**config.mk**
```make
export PLATFORM = sky130hd
export DESIGN_NAME = wlli_front_flat
export DESIGN_NICKNAME = d
export VERILOG_FILES = /design/src/hdl/wlli_pkg.sv /design/src/hdl/wlli_in_if.sv /design/src/hdl/wlli_front.sv /design/src/flat_wrapper.sv
export SDC_FILE = /design/constraint.sdc
export NUM_CORES = 1
export LEC_CHECK = 0
export BUFFER_PORTS_ARGS = -buffer_cell sky130_fd_sc_hd__buf_2
export CAP_MARGIN = 20
export CORE_ASPECT_RATIO = 1.75
export CORE_UTILIZATION = 45
export DETAILED_ROUTE_END_ITERATION = 7
export GPL_TIMING_DRIVEN = 0
export PLACE_DENSITY_LB_ADDON = 0.1
export SLEW_MARGIN = 20
export SYNTH_ARGS = -nofsm -noshare
export SYNTH_HDL_FRONTEND = slang
export SYNTH_SLANG_ARGS = --single-unit
```
**constraint.sdc**
```tcl
create_clock -name i_clk -period 5.6 [get_ports i_clk]
set_clock_uncertainty 0.1 [all_clocks]
set_input_delay 0.28 -clock i_clk [delete_from_list [all_inputs] [get_ports i_clk]]
set_output_delay 0.28 -clock i_clk [all_outputs]
set_load 0.02 [all_outputs]
```
**src/hdl/wlli_pkg.sv**
```systemverilog
// Shared types and constants for the wavetable LFO with linear interpolation.
// No dependencies; every other file refers to this package by scoped names.
`timescale 1ns / 1ps

package wlli_pkg;

    // Fixed field widths of the channels and the configuration port
    localparam int IDX_W      = 9;
    localparam int SMP_W      = 16;
    localparam int PHASE_W    = 32;
    localparam int CFG_IDX_W  = 1;
    localparam int CFG_DATA_W = 32;

    // Item modes
    localparam logic MODE_WRITE = 1'b0;
    localparam logic MODE_TICK  = 1'b1;

    // Configuration register indexes
    localparam logic [CFG_IDX_W-1:0] CFG_PHASE_INC = 1'b0;
    localparam logic [CFG_IDX_W-1:0] CFG_DC_OFFSET = 1'b1;

    localparam logic [SMP_W-1:0] DC_OFFSET_RST = 16'h4000;

    // Decoupling queue between front and back
    localparam int Q_DEPTH = 4;
    localparam int Q_PTR_W = 2;
    localparam int Q_CNT_W = 3;

    typedef struct packed {
        logic                  we;
        logic [CFG_IDX_W-1:0]  idx;
        logic [CFG_DATA_W-1:0] data;
    } t_cfg_wr;

    typedef struct packed {
        logic full;
        logic empty;
    } t_q_stat;

endpackage

```
**src/hdl/wlli_in_if.sv**
```systemverilog
// Input channel of the wavetable LFO: table writes and sample ticks.
// Depends on wlli_pkg for the field widths.
`timescale 1ns / 1ps

interface wlli_in_if;
    logic                              valid;
    logic                              ready;
    logic                              mode;
    logic [wlli_pkg::IDX_W-1:0]        table_index;
    logic signed [wlli_pkg::SMP_W-1:0] table_value;

    modport source (output valid, output mode, output table_index, output table_value,
                    input ready);
    modport sink   (input valid, input mode, input table_index, input table_value,
                    output ready);
endinterface

```
**src/hdl/wlli_front.sv**
```systemverilog
// Front end: accepts items, advances the phase accumulator on ticks and packs
// each item into a queue entry. Depends on wlli_pkg and wlli_in_if.
`timescale 1ns / 1ps

module wlli_front #(
    parameter int TABLE_ADDR_BITS = 9,
    parameter int FRAC_BITS       = 23,
    parameter int PAY_W           = 23,
    parameter int ENT_W           = 33
) (
    input  logic                 i_clk,
    input  logic                 i_rst_n,
    input  wlli_pkg::t_cfg_wr    i_cfg,
    wlli_in_if.sink              i_item,
    input  wlli_pkg::t_q_stat    i_q_stat,
    output logic                 o_push,
    output logic [ENT_W-1:0]     o_entry
);

    logic [wlli_pkg::PHASE_W-1:0]                 r_phase_inc;
    logic [wlli_pkg::PHASE_W-1:0]                 n_phase_inc;
    logic [wlli_pkg::PHASE_W-1:0]                 r_phase;
    logic [wlli_pkg::PHASE_W-1:0]                 n_phase;
    logic [wlli_pkg::PHASE_W-1:0]                 phase_sum;
    logic [wlli_pkg::PHASE_W+TABLE_ADDR_BITS-1:0] phase_ext;
    logic [wlli_pkg::IDX_W+TABLE_ADDR_BITS-1:0]   widx_ext;
    logic [TABLE_ADDR_BITS-1:0]                   entry_addr;
    logic [PAY_W-1:0]                             entry_pay;
    logic                                         is_tick;

    assign i_item.ready = !i_q_stat.full;
    assign o_push       = i_item.valid && i_item.ready;
    assign is_tick      = (i_item.mode == wlli_pkg::MODE_TICK);

    assign phase_sum = r_phase + r_phase_inc;
    // Zero-extend so the index select stays in range for any split of the phase
    assign phase_ext = {{TABLE_ADDR_BITS{1'b0}}, phase_sum};
    assign widx_ext  = {{TABLE_ADDR_BITS{1'b0}}, i_item.table_index};

    always_comb begin
        if (is_tick) begin
            entry_addr = phase_ext[FRAC_BITS +: TABLE_ADDR_BITS];
            entry_pay  = PAY_W'(phase_sum[FRAC_BITS-1:0]);
        end else begin
            entry_addr = widx_ext[TABLE_ADDR_BITS-1:0];
            entry_pay  = PAY_W'($unsigned(i_item.table_value));
        end
    end

    assign o_entry = {i_item.mode, entry_addr, entry_pay};

    always_comb begin
        n_phase_inc = r_phase_inc;
        if (i_cfg.we) begin
            unique case (i_cfg.idx)
                wlli_pkg::CFG_PHASE_INC: n_phase_inc = i_cfg.data;
                default: ;
            endcase
        end
    end

    // Advance the accumulator only on an accepted tick
    assign n_phase = (o_push && is_tick) ? phase_sum : r_phase;

    always_ff @(posedge i_clk) begin
        if (!i_rst_n) begin
            r_phase_inc <= '0;
            r_phase     <= '0;
        end else begin
            r_phase_inc <= n_phase_inc;
            r_phase     <= n_phase;
        end
    end

endmodule

```
**src/flat_wrapper.sv**
```systemverilog
// flat-port wrapper written by rule: the top's interface ports become plain ports
module wlli_front_flat 
#(
    parameter int TABLE_ADDR_BITS = 9,
    parameter int FRAC_BITS       = 23,
    parameter int PAY_W           = 23,
    parameter int ENT_W           = 33
)
  (i_clk, i_rst_n, i_cfg, i_q_stat, o_push, o_entry, i_item_valid, i_item_mode, i_item_table_index, i_item_table_value, i_item_ready);
  wlli_in_if i_item_i ();
  input  logic i_clk;
  input  logic i_rst_n;
  input  wlli_pkg::t_cfg_wr i_cfg;
  input  wlli_pkg::t_q_stat i_q_stat;
  output logic o_push;
  output logic [ENT_W-1:0] o_entry;
  input wire logic [$bits(i_item_i.valid)-1:0] i_item_valid;
  input wire logic [$bits(i_item_i.mode)-1:0] i_item_mode;
  input wire logic [$bits(i_item_i.table_index)-1:0] i_item_table_index;
  input wire logic [$bits(i_item_i.table_value)-1:0] i_item_table_value;
  output wire logic [$bits(i_item_i.ready)-1:0] i_item_ready;
  assign i_item_i.valid = i_item_valid;
  assign i_item_i.mode = i_item_mode;
  assign i_item_i.table_index = i_item_table_index;
  assign i_item_i.table_value = i_item_table_value;
  assign i_item_ready = i_item_i.ready;
  wlli_front #(.TABLE_ADDR_BITS(TABLE_ADDR_BITS), .FRAC_BITS(FRAC_BITS), .PAY_W(PAY_W), .ENT_W(ENT_W)) u_core (.i_clk(i_clk), .i_rst_n(i_rst_n), .i_cfg(i_cfg), .i_item(i_item_i), .i_q_stat(i_q_stat), .o_push(o_push), .o_entry(o_entry));
endmodule
```
==> flow_summary.ini <==
[setup_path]
end_kind = output port
start_kind = register
cp_max_fo = 4
crit_type = register to output port
worstPathRequired_ns = 5.22
arrival_ns = 3.72

[drt]
vias_per_cell = 5.39
drt_iter0_markers = 190
drcViolationCount = 0
firstDrtPassIters = 4
wire_per_inst_um = 15.5
wl_mm = 12.4
vias = 4293
ant_nets = 0

[timing]
rsz0062_at_grt = false
fin_crit_sh_pct = 73.3
setup_slack_ns = 1.50
fin_crit_ns = 4.10
setup_viol = 0
hold-worst-slack_ns = 0.0807
final_hold_viol_count = 0
fmax_ghz = 0.244
tns_ns = 0
maxSlewHeadroom_pct = 54.7
worst_slew_pin_slew_ns = 0.673
slew_viol_final = 0

[power_and_ir_drop]
ir_drop_mv = 0.252
report.power.total_mw = 1.23
p_leak_nw = 2.36
power_density_nw_per_um2 = 235

[logic_synthesis]
yosys-top-cells-count = nand2_1, a21oi_1, dfxtp_1, ha_1, clkbuf_1
synth_warnings = 0
synthArstFlopShare_pct = 0
synth_fp_nets = 660
yosysSeqAreaShare_pct = 29.9
synth_seq_cells = 64
yosysUniqueCellTypes = 51
synth_edf_count = 0
dominantRegCellSynth = dfxtp_1
netlist_area_um2 = 4290
synth_top_area_share_pct = 29.9
ys_top_cells_by_area = dfxtp_1, nand2_1, a21oi_1
syn_inst = 563
syn_area_per_cell_um2 = 7.62
synth_top_area_cell = dfxtp_1
synth_most_common_cell = nand2_1

[final_layout]
nFillCells = 893
layout.nets = 769
area_growth_pct = 21.6
final_layout_size_suffix_gt1_share_pct = 21.7
final-seq-area_um2 = 1280
multi_input_area_um2 = 2820
antenna_cells = 0

[global_route]
track_usage_pct = 25.8
grt_max_degree = 11
grt_pass1_vias = 4205
antenna_found_initial = 0
grt_pass1_wl_mm = 19.5
overflow = 0

[run]
max-cap-violations = 0

[clocking]
postCtsSetupRepairBufs = 0
clock-sinks = 64
cts_resized = 0
cts_root_buf = clkbuf_16
cts_made_buffers = 9
cts_tree = built
insertion_delay_ns = 0.33
clk_pin_slew_worst_paths_ns = 0.05
cts.path.max_buffers = 2
cts_hold_buf = 0
htreeDepth = 3

[run_status]
status = completed

[placed_design]
dp_hpwl_mm = 9.63
pre_cts_slack_ns = 1.92
numPortBuffers = 98
gp_congestion = 0.948

[floorplanning]
coreArea_um2 = 9150
die_area_um2 = 9950
die_w_um = 75.8
io_pins = 100
rows = 46
start_util_pct = 46.9
fp.dieH_um = 131

[worst_hold_path]
hold_path_class = primary input to register
## worst max-delay path, stage by stage (launching register included)
cell and delay, ns:
dfxtp_1 0.31, ha_1 0.24, fa_1 0.41, a21oi_1 0.21, o21ai_0 0.14, a21oi_1 0.37, or3_1 0.17, nand2_1 0.11
o41ai_2 0.64, o21ai_0 0.20, xor2_1 0.17, mux2_2 0.27, buf_2 0.16
## kinds of logic after synthesis
group	after synthesis	synth area share, %
simple gates	217	23.3
compound gates	150	20.8
xor+xnor	29	5.92
buf+inv	47	4.37
fa+ha+maj	32	9.50
flops	64	29.9
mux	24	6.21
## cell type report
class                      instances  share of cell area [%]
buffer                            38                    2.95
timing repair buffer              98                    9.40
tap                              120                    2.88
multi-input combinational        452                    54.1
sequential                        64                    24.5
clock buffer                      11                    4.65
clock inverter                     4                   0.863
inverter                           9                   0.647
## layer usage
metal  up-vias  wire length [um]  global-route usage, %
li1       2190                 -                      -
met1      1959              4720                   26.7
met2       117              6780                   47.8
met3        27               426                   3.53
met4         0               446                   12.4
met5         -                 0                      0
## stage by stage
step                cell area [um2]  util, %  cells
floorplan                      4290        -    563
global placement               4930     53.9    781
detailed placement             4930     53.9    781
CTS                            5220     57.0    796
global route                   5220     57.0    796
finish                         5220     57.0    796
## layout by cell type (no fill, tap or decap), types with 18 or more instances in the layout
master	synthesis	final
buf_2	5	103
xnor2_1	21	21
clkbuf_1	28	29
nand2_1	127	127
a21oi_1	80	80
dfxtp_1	64	64
ha_1	31	31
mux2_2	21	21
a21o_1	18	18
nand3_1	18	18
## path summary, 6_finish.rpt
kind,from,endpoint,slack [ns],cells after the start
max,u_core.r_phase[0],o_entry[28],1.50,12
min,i_cfg[25],u_core.r_phase_inc[25],0.08,3
max reg2reg,u_core.r_phase[0],u_core.r_phase[20],2.38,11
min reg2reg,u_core.r_phase[24],u_core.r_phase[24],0.36,2
## power breakdown
| group | total, mW | internal (mW) | switching [mW] |
|---|---|---|---|
| combinational | 0.193 | 0.0767 | 0.117 |
| clock | 0.557 | 0.352 | 0.205 |
| sequential | 0.479 | 0.470 | 0.00897 |
## sequential cells by signal (all words and copies together) (netlist names)
| signal | count |
|---|---|
| u_core.r_phase | 32 |
| u_core.r_phase_inc | 32 |
No activity file was read; power rests on OpenSTA's default activity.
