==> config.mk <==
export PLATFORM = sky130hd
export DESIGN_NAME = wlli_queue
export DESIGN_NICKNAME = d
export VERILOG_FILES = /design/src/hdl/wlli_pkg.sv /design/src/hdl/wlli_queue.sv
export SDC_FILE = /design/constraint.sdc
export NUM_CORES = 1
export LEC_CHECK = 0
export ABC_AREA = 1
export BUFFER_PORTS_ARGS = -buffer_cell sky130_fd_sc_hd__buf_4
export CORE_ASPECT_RATIO = 0.8
export CORE_MARGIN = 5
export CORE_UTILIZATION = 45
export CTS_CLUSTER_DIAMETER = 120
export CTS_CLUSTER_SIZE = 8
export DETAILED_ROUTE_END_ITERATION = 12
export HOLD_SLACK_MARGIN = 0.12
export PLACE_DENSITY_LB_ADDON = 0.3
export SLEW_MARGIN = 20
export SYNTH_ARGS = -nofsm -noshare
export SYNTH_HDL_FRONTEND = slang
export SYNTH_SLANG_ARGS = --single-unit
export TNS_END_PERCENT = 30
==> constraint.sdc <==
create_clock -name i_clk -period 3 [get_ports i_clk]
set_input_delay 0.3 -clock i_clk [delete_from_list [all_inputs] [get_ports i_clk]]
set_output_delay 0.3 -clock i_clk [all_outputs]
set_load 0.05 [all_outputs]
==> src/hdl/wlli_pkg.sv <==
// Shared types and constants for the wavetable LFO with linear interpolation.
// No dependencies; every other file refers to this package by scoped names.
`timescale 1ns / 1ps

package wlli_pkg;

    // Fixed field widths of the channels and the configuration port
    localparam int IDX_W      = 9;
    localparam int SMP_W      = 16;
    localparam int PHASE_W    = 32;
    localparam int CFG_IDX_W  = 1;
    localparam int CFG_DATA_W = 32;

    // Item modes
    localparam logic MODE_WRITE = 1'b0;
    localparam logic MODE_TICK  = 1'b1;

    // Configuration register indexes
    localparam logic [CFG_IDX_W-1:0] CFG_PHASE_INC = 1'b0;
    localparam logic [CFG_IDX_W-1:0] CFG_DC_OFFSET = 1'b1;

    localparam logic [SMP_W-1:0] DC_OFFSET_RST = 16'h4000;

    // Decoupling queue between front and back
    localparam int Q_DEPTH = 4;
    localparam int Q_PTR_W = 2;
    localparam int Q_CNT_W = 3;

    typedef struct packed {
        logic                  we;
        logic [CFG_IDX_W-1:0]  idx;
        logic [CFG_DATA_W-1:0] data;
    } t_cfg_wr;

    typedef struct packed {
        logic full;
        logic empty;
    } t_q_stat;

endpackage

==> src/hdl/wlli_queue.sv <==
// Short decoupling queue between the front end and the back end.
// Depends on wlli_pkg for its depth and status type.
`timescale 1ns / 1ps

module wlli_queue #(
    parameter int ENT_W = 33
) (
    input  logic              i_clk,
    input  logic              i_rst_n,
    input  logic              i_push,
    input  logic [ENT_W-1:0]  i_entry,
    input  logic              i_pop,
    output logic [ENT_W-1:0]  o_head,
    output wlli_pkg::t_q_stat o_stat
);

    logic [ENT_W-1:0]             r_slot [wlli_pkg::Q_DEPTH];
    logic [wlli_pkg::Q_PTR_W-1:0] r_wptr;
    logic [wlli_pkg::Q_PTR_W-1:0] r_rptr;
    logic [wlli_pkg::Q_CNT_W-1:0] r_count;
    logic [wlli_pkg::Q_CNT_W-1:0] n_count;

    assign o_stat.full  = (r_count == wlli_pkg::Q_CNT_W'(wlli_pkg::Q_DEPTH));
    assign o_stat.empty = (r_count == '0);
    assign o_head       = r_slot[r_rptr];

    always_comb begin
        n_count = r_count;
        if (i_push && !i_pop) begin
            n_count = r_count + 1'b1;
        end else if (i_pop && !i_push) begin
            n_count = r_count - 1'b1;
        end
    end

    always_ff @(posedge i_clk) begin
        if (i_push) begin
            r_slot[r_wptr] <= i_entry;
        end
    end

    always_ff @(posedge i_clk) begin
        if (!i_rst_n) begin
            r_wptr  <= '0;
            r_rptr  <= '0;
            r_count <= '0;
        end else begin
            if (i_push) begin
                r_wptr <= r_wptr + 1'b1;
            end
            if (i_pop) begin
                r_rptr <= r_rptr + 1'b1;
            end
            r_count <= n_count;
        end
    end

    a_no_overfill: assert property (@(posedge i_clk) disable iff (!i_rst_n)
        r_count <= wlli_pkg::Q_CNT_W'(wlli_pkg::Q_DEPTH))
        else $error("queue holds more entries than its depth");

    a_no_pop_empty: assert property (@(posedge i_clk) disable iff (!i_rst_n)
        i_pop |-> r_count != '0)
        else $error("queue popped while empty");

    a_push_counts: assert property (@(posedge i_clk) disable iff (!i_rst_n)
        (i_push && !i_pop) |=> r_count == $past(r_count) + 1'b1)
        else $error("queue count missed a push");

endmodule

==> run_results.csv, run 1 <==
group,metric,value,unit
routing,avgViaCountPerCell,5.14,
setup_path,reg2reg_depth,5,
pwr,ir_worst_vdd,0.380,mV
floorplan,die_w,132,um
clock_tree,clk_path_buf_depth,2,
global_routing,grt_pass1_wl,17600,um
yosys,ys_seq_area_share,77.3,%
clock_tree,root_buffer,"clkbuf_16",
place,portBuffers,71,
sta,slew_headroom,39.1,%
setup_path,arrival,2.03,ns
global_routing,overflow,0,
sta,fin_worst_skew,0.00293,ns
clock_tree,postCtsResizedCells,0,
sta,worstMarginPinSlew,0.912,ns
clock_tree,numCtsBuffers,17,
sta,drv_slew,0,
pwr,p_per_area,711,mW/mm2
place,hpwlAfterDp,6490,um
clock_tree,cts_tree,"built",
sta,max_freq,0.428,GHz
floorplan,dieArea,0.0142,mm2
setup_path,crit_type,"reg -> out",
global_routing,track_usage,15.8,%
yosys,synth_area_per_cell,14.2,um2
routing,drt_iter0_markers,363,
cells_and_area,final_util,59.2,%
outcome,status,"completed",
yosys,yosysUniqueCellTypes,20,
place,place_ws,1.08,ns
sta,period_share,77.8,%
cells_and_area,area_growth,28.1,%
setup_path,start_kind,"flip-flop",
routing,first_pass_iters,4,
sta,fin_ws,0.665,ns
yosys,synth_area,0.00536,mm2
floorplan,core,0.0116,mm2
floorplan,boundaryPins,72,
routing,drtAntennaViolNets,0,
setup_path,rrSetupSlack,1.12,ns
routing,drc,0,
setup_path,setup.worst_path.end,"o_head[25]",
setup_path,r2r_start,"r_wptr[0]",
routing,via_count,3344,
routing,finalWirelength,10800,um
pwr,leakagePower,2.52,nW
sta,hold_viol,0,
cells_and_area,drive_above_1_share,21.1,%
clock_tree,cts.clk_slew.worst_paths,0.05,ns
routing,wl_per_cell,16.7,um
yosys,synthCells,377,
clock_tree,numClockSinks,141,
global_routing,antenna_found_initial,0,
global_routing,grt_pass1_vias,3398,
setup_path,critical_path.endpoint_type,"primary output",
clock_tree,worst_skew_pair.late_latency,0.40,ns
yosys,synth-seq-cells,141,
yosys,syn_nets,420,
sta,rsz0062_at_grt,"false",
floorplan,start_util,46.2,%
sta,period_minus_slack,2.33,ns
floorplan,std_cell_rows,35,
cells_and_area,nets,532,
hold_path,hp-class,"in -> reg",
cells_and_area,antennaDiodeCount,0,
setup_path,r2r_end,"r_slot[2][13]",
setup_path,critPathRequiredTime,2.70,ns
floorplan,die_h,108,um
job,max_cap_viol_count,0,
clock_tree,post-cts-setup-buffer-count,0,
yosys,yosysWarnings,0,
setup_path,cp_max_fo,66,
place,place_congestion,0.764,
clock_tree,htreeDepth,4,
global_routing,grt_max_degree,67,
cells_and_area,nFillCells,907,
sta,tns,0,ns
sta,setup_viol,0,
## area by class of cell
class / instances / area [um2] / share of cell area, %
tap: 148 / 185 / 2.70
clock inverter: 10 / 97.6 / 1.42
multi-input combinational: 199 / 991 / 14.4
sequential: 141 / 4150 / 60.3
inverter: 17 / 63.8 / 0.929
clock buffer: 22 / 444 / 6.47
timing repair buffer: 113 / 943 / 13.7
## where the power goes
group,switching (mW),internal (mW)
registers,0.0244,2.25
logic,0.476,0.216
clock network,0.717,1.21
## metal layers
metal  GRT usage, %  share of wire [%]
met1           21.5                 48
met2           24.9                 46
met3           4.49                5.8
met4           5.07               0.77
met5              0                  0
## cell usage after synthesis
library cell / number / area, um2
nand2_1: 9 / 33.8
o22ai_1: 33 / 206
inv_2: 2 / 7.51
nand4_1: 1 / 6.26
buf_6: 9 / 101
edfxtp_1: 132 / 3960
a21oi_1: 4 / 20.0
fa_1: 1 / 20.0
o21ai_1: 18 / 90.1
o21ai_0: 54 / 270
nand3_1: 1 / 5.00
clkbuf_1: 1 / 3.75
dfxtp_1: 9 / 180
clkbuf_2: 2 / 10.0
nor2_1: 71 / 267
buf_8: 1 / 15.0
ha_1: 5 / 62.6
inv_1: 15 / 56.3
buf_2: 7 / 35.0
nor3_1: 2 / 10.0
## worst min path at each step
stage,from,endpoint,slack [ns],depth (start not counted)
floorplan,i_entry[0],r_slot[0][0],0.40,0
global placement,r_rptr[1],flip-flop,0.42,1
detailed placement,r_rptr[1],flip-flop,0.43,1
CTS,i_rst_n,r_count[2],0.16,3
global route,i_rst_n,r_count[2],0.18,3
finish,i_rst_n,r_count[2],0.17,3
## cells by family (layout without fill, tap and decap cells)
family | count (synthesis) | count (layout) | share of synthesized area (%)
flops | 141 | 141 | 77.3
compound gates | 109 | 109 | 10.9
simple gates | 84 | 84 | 5.99
buf+inv | 37 | 162 | 4.27
fa+ha+maj | 6 | 6 | 1.54
## state kept, by name, indices dropped and copies added, names as in the netlist, named ones only
signal	flops
r_rptr	2
r_slot	132
r_wptr	2
r_count	3
## metrics by stage
step                      std cells  power (mW)  area, um2  hold WS [ns]
final                           650        4.89       6870         0.171
after global routing            650        5.07       6870         0.179
after CTS                       650        4.92       6870         0.158
after detailed placement        585        2.97       6000         0.432
after global placement          585        2.96       6000         0.421
after floorplan                 377        2.75       5360         0.399
## critical path, stage by stage (launching register included)
cell     delay (ns)
dfxtp_2        0.33
buf_4          0.52
o21ai_0        0.20
o22ai_1        0.28
buf_4          0.26
## what timing repair did
item / CTS / global route
endpoints found under the hold margin: 132 / 0
hold buffers: 33 / 0
endpoints found under the setup margin: 0 / 0
## cell usage in the layout, fill, tap and decap left out
cell and count:
nand2_1 9, buf_4 79, a21oi_1 4, dfxtp_1 8, nor2_1 71, nand4_1 1, nand3_1 1, inv_1 15
fa_1 1, dlygate4sd3_1 33, dfxtp_2 1, buf_12 1, o21ai_0 54, clkbuf_16 17, clkinv_1 4, ha_1 5
clkbuf_1 5, bufinv_16 2, clkinvlp_4 1, o22ai_1 33, edfxtp_1 132, inv_2 2, o21ai_1 18, clkinv_2 3
nor3_1 2
Power figures use the tool's default switching activity.
==> inputs of run 2 (changes only) <==
- clock period: 3 -> 2.3 ns (I/O delays scaled with it)
==> run 2 against run 1 <==
  * Power grew 35%
  * First-iteration DRC count down 35%
  * Combinational power up 32%
  * Register-to-register slack got worse by 0.34 ns
  * Setup slack worse by 0.43 ns
  * Clock power grew 43%
  * Routed wire length grew 1.0%
  * Sequential cell count stayed put
  * Largest cell class unchanged
  * Largest power group unchanged
==> run_results.csv, run 2 (synthesis gave the netlist of run 1 again) <==
group,metric,value,unit
outcome,status,"completed",
pwr,ir_worst_vdd,0.635,mV
routing,finalWirelength,10900,um
global_routing,antenna_found_initial,0,
cells_and_area,final_common_cell,"edfxtp_1",
clock_tree,worst_skew_pair.late_latency,0.41,ns
cells_and_area,nFillCells,880,
floorplan,core,0.0116,mm2
routing,drc,0,
global_routing,overflow,0,
floorplan,boundaryPins,72,
place,portBuffers,71,
sta,fin_hold_ws,0.147,ns
pwr,leakagePower,2.58,nW
sta,period_share,89.9,%
clock_tree,post-cts-setup-buffer-count,0,
sta,max_freq,0.484,GHz
setup_path,arrival,1.84,ns
setup_path,start_kind,"flip-flop",
routing,via_count,3403,
cells_and_area,antennaDiodeCount,0,
global_routing,grt_pass1_vias,3405,
floorplan,std_cell_rows,35,
floorplan,start_util,46.2,%
routing,drt_iter0_markers,236,
sta,tns,0,ns
sta,drv_slew,0,
sta,fin_worst_skew,0.00792,ns
sta,period_minus_slack,2.07,ns
place,placement.cell_area,0.00605,mm2
sta,hold_viol,0,
clock_tree,cts_tree,"built",
global_routing,grt_pass1_wl,17900,um
sta,worstMarginPinSlew,0.399,ns
clock_tree,cts.clk_slew.worst_paths,0.06,ns
setup_path,r2r_start,"r_wptr[1]",
cells_and_area,top_register,"r_slot",
setup_path,critical_path.endpoint_type,"primary output",
floorplan,die_w,132,um
cells_and_area,final_cell_area,0.00699,mm2
job,max_cap_viol_count,0,
clock_tree,postCtsResizedCells,0,
global_routing,grt_max_degree,67,
routing,wl_per_cell,16.7,um
sta,setup_viol,0,
place,place_congestion,0.758,
clock_tree,root_buffer,"clkbuf_16",
cells_and_area,area_growth,30.4,%
hold_path,hp-start,"i_pop",
floorplan,die_h,108,um
sta,fin_ws,0.232,ns
cells_and_area,final_cell_mix,"edfxtp_1 (132), buf_4 (81), nor2_1 (71)",
place,place_ws,0.659,ns
routing,drtAntennaViolNets,0,
sta,rsz0062_at_grt,"false",
setup_path,crit_type,"reg -> out",
setup_path,cp_max_fo,36,
floorplan,dieArea,0.0142,mm2
hold_path,hp-class,"in -> reg",
cells_and_area,drive_above_1_share,23.5,%
clock_tree,clk_path_buf_depth,2,
global_routing,track_usage,16.2,%
cells_and_area,nets,537,
sta,slew_headroom,73.4,%
setup_path,critPathRequiredTime,2.07,ns
clock_tree,htreeDepth,4,
pwr,p_per_area,946,mW/mm2
place,hpwlAfterDp,6570,um
routing,first_pass_iters,4,
clock_tree,numCtsBuffers,17,
clock_tree,numClockSinks,141,
cells_and_area,reg_top3,"r_slot x132, r_count x3",
cells_and_area,largest_register_ffs,132,
routing,avgViaCountPerCell,5.20,
## run 2: cell types whose count changed in the layout (fill, tap and decap cells not counted), sizes merged
cell         previous run  this run
clkinv                  7         2
dlygate4sd3            33        34
buf                    80        84
inv                    17        27
clkbuf                 22        17
## run 2: final cells by class
cell class | count | area [um2] | area share (%)
clock inverters | 15 | 174 | 2.49
well taps | 148 | 185 | 2.65
multi-input cells | 199 | 991 | 14.2
inverters | 17 | 63.8 | 0.913
clock buffers | 17 | 425 | 6.08
repair buffers | 118 | 1010 | 14.4
flip-flops and latches | 141 | 4150 | 59.3
## run 2: repair_timing
action | 4_1_cts | 5_1_grt
setup endpoints to repair | 0 | 0
hold buffers | 34 | 0
endpoints found under the hold margin | 137 | 0
## run 2: routing by layer
| layer | GRT usage, % | share of wire [%] | vias to the layer above |
|---|---|---|---|
| li1 | - | - | 1638 |
| met1 | 21.2 | 47 | 1669 |
| met2 | 25.3 | 47 | 90 |
| met3 | 5.75 | 5.5 | 6 |
| met4 | 5.65 | 0.58 | 0 |
| met5 | 0 | 0 | - |
## run 2: final timing paths
check                                      to  slack [ns]  depth (start not counted)
worst max-delay path               o_head[10]        0.23                          5
worst min-delay path                r_rptr[0]        0.15                          3
worst max register to register  r_slot[1][25]        0.78                          5
worst min register to register      r_rptr[1]        0.49                          1
## run 2: critical path: stages (launching register included)
cell and delay, ns:
dfxtp_2 0.34, inv_2 0.31, buf_12 0.25, nor2_1 0.07, o22ai_1 0.21, buf_4 0.24
## run 2: through the flow
stage	util (%)	instances	total power [mW]
finish	60.3	655	6.61
CTS	60.3	655	6.68
detailed placement	52.2	589	3.89
floorplan	-	377	3.59
global route	60.3	655	6.88
global placement	52.2	589	3.87
## run 2: power by group
group          internal, mW  total (mW)  switching (mW)
combinational         0.294       0.915           0.621
clock                  1.64        2.74            1.10
sequential             2.93        2.96          0.0338
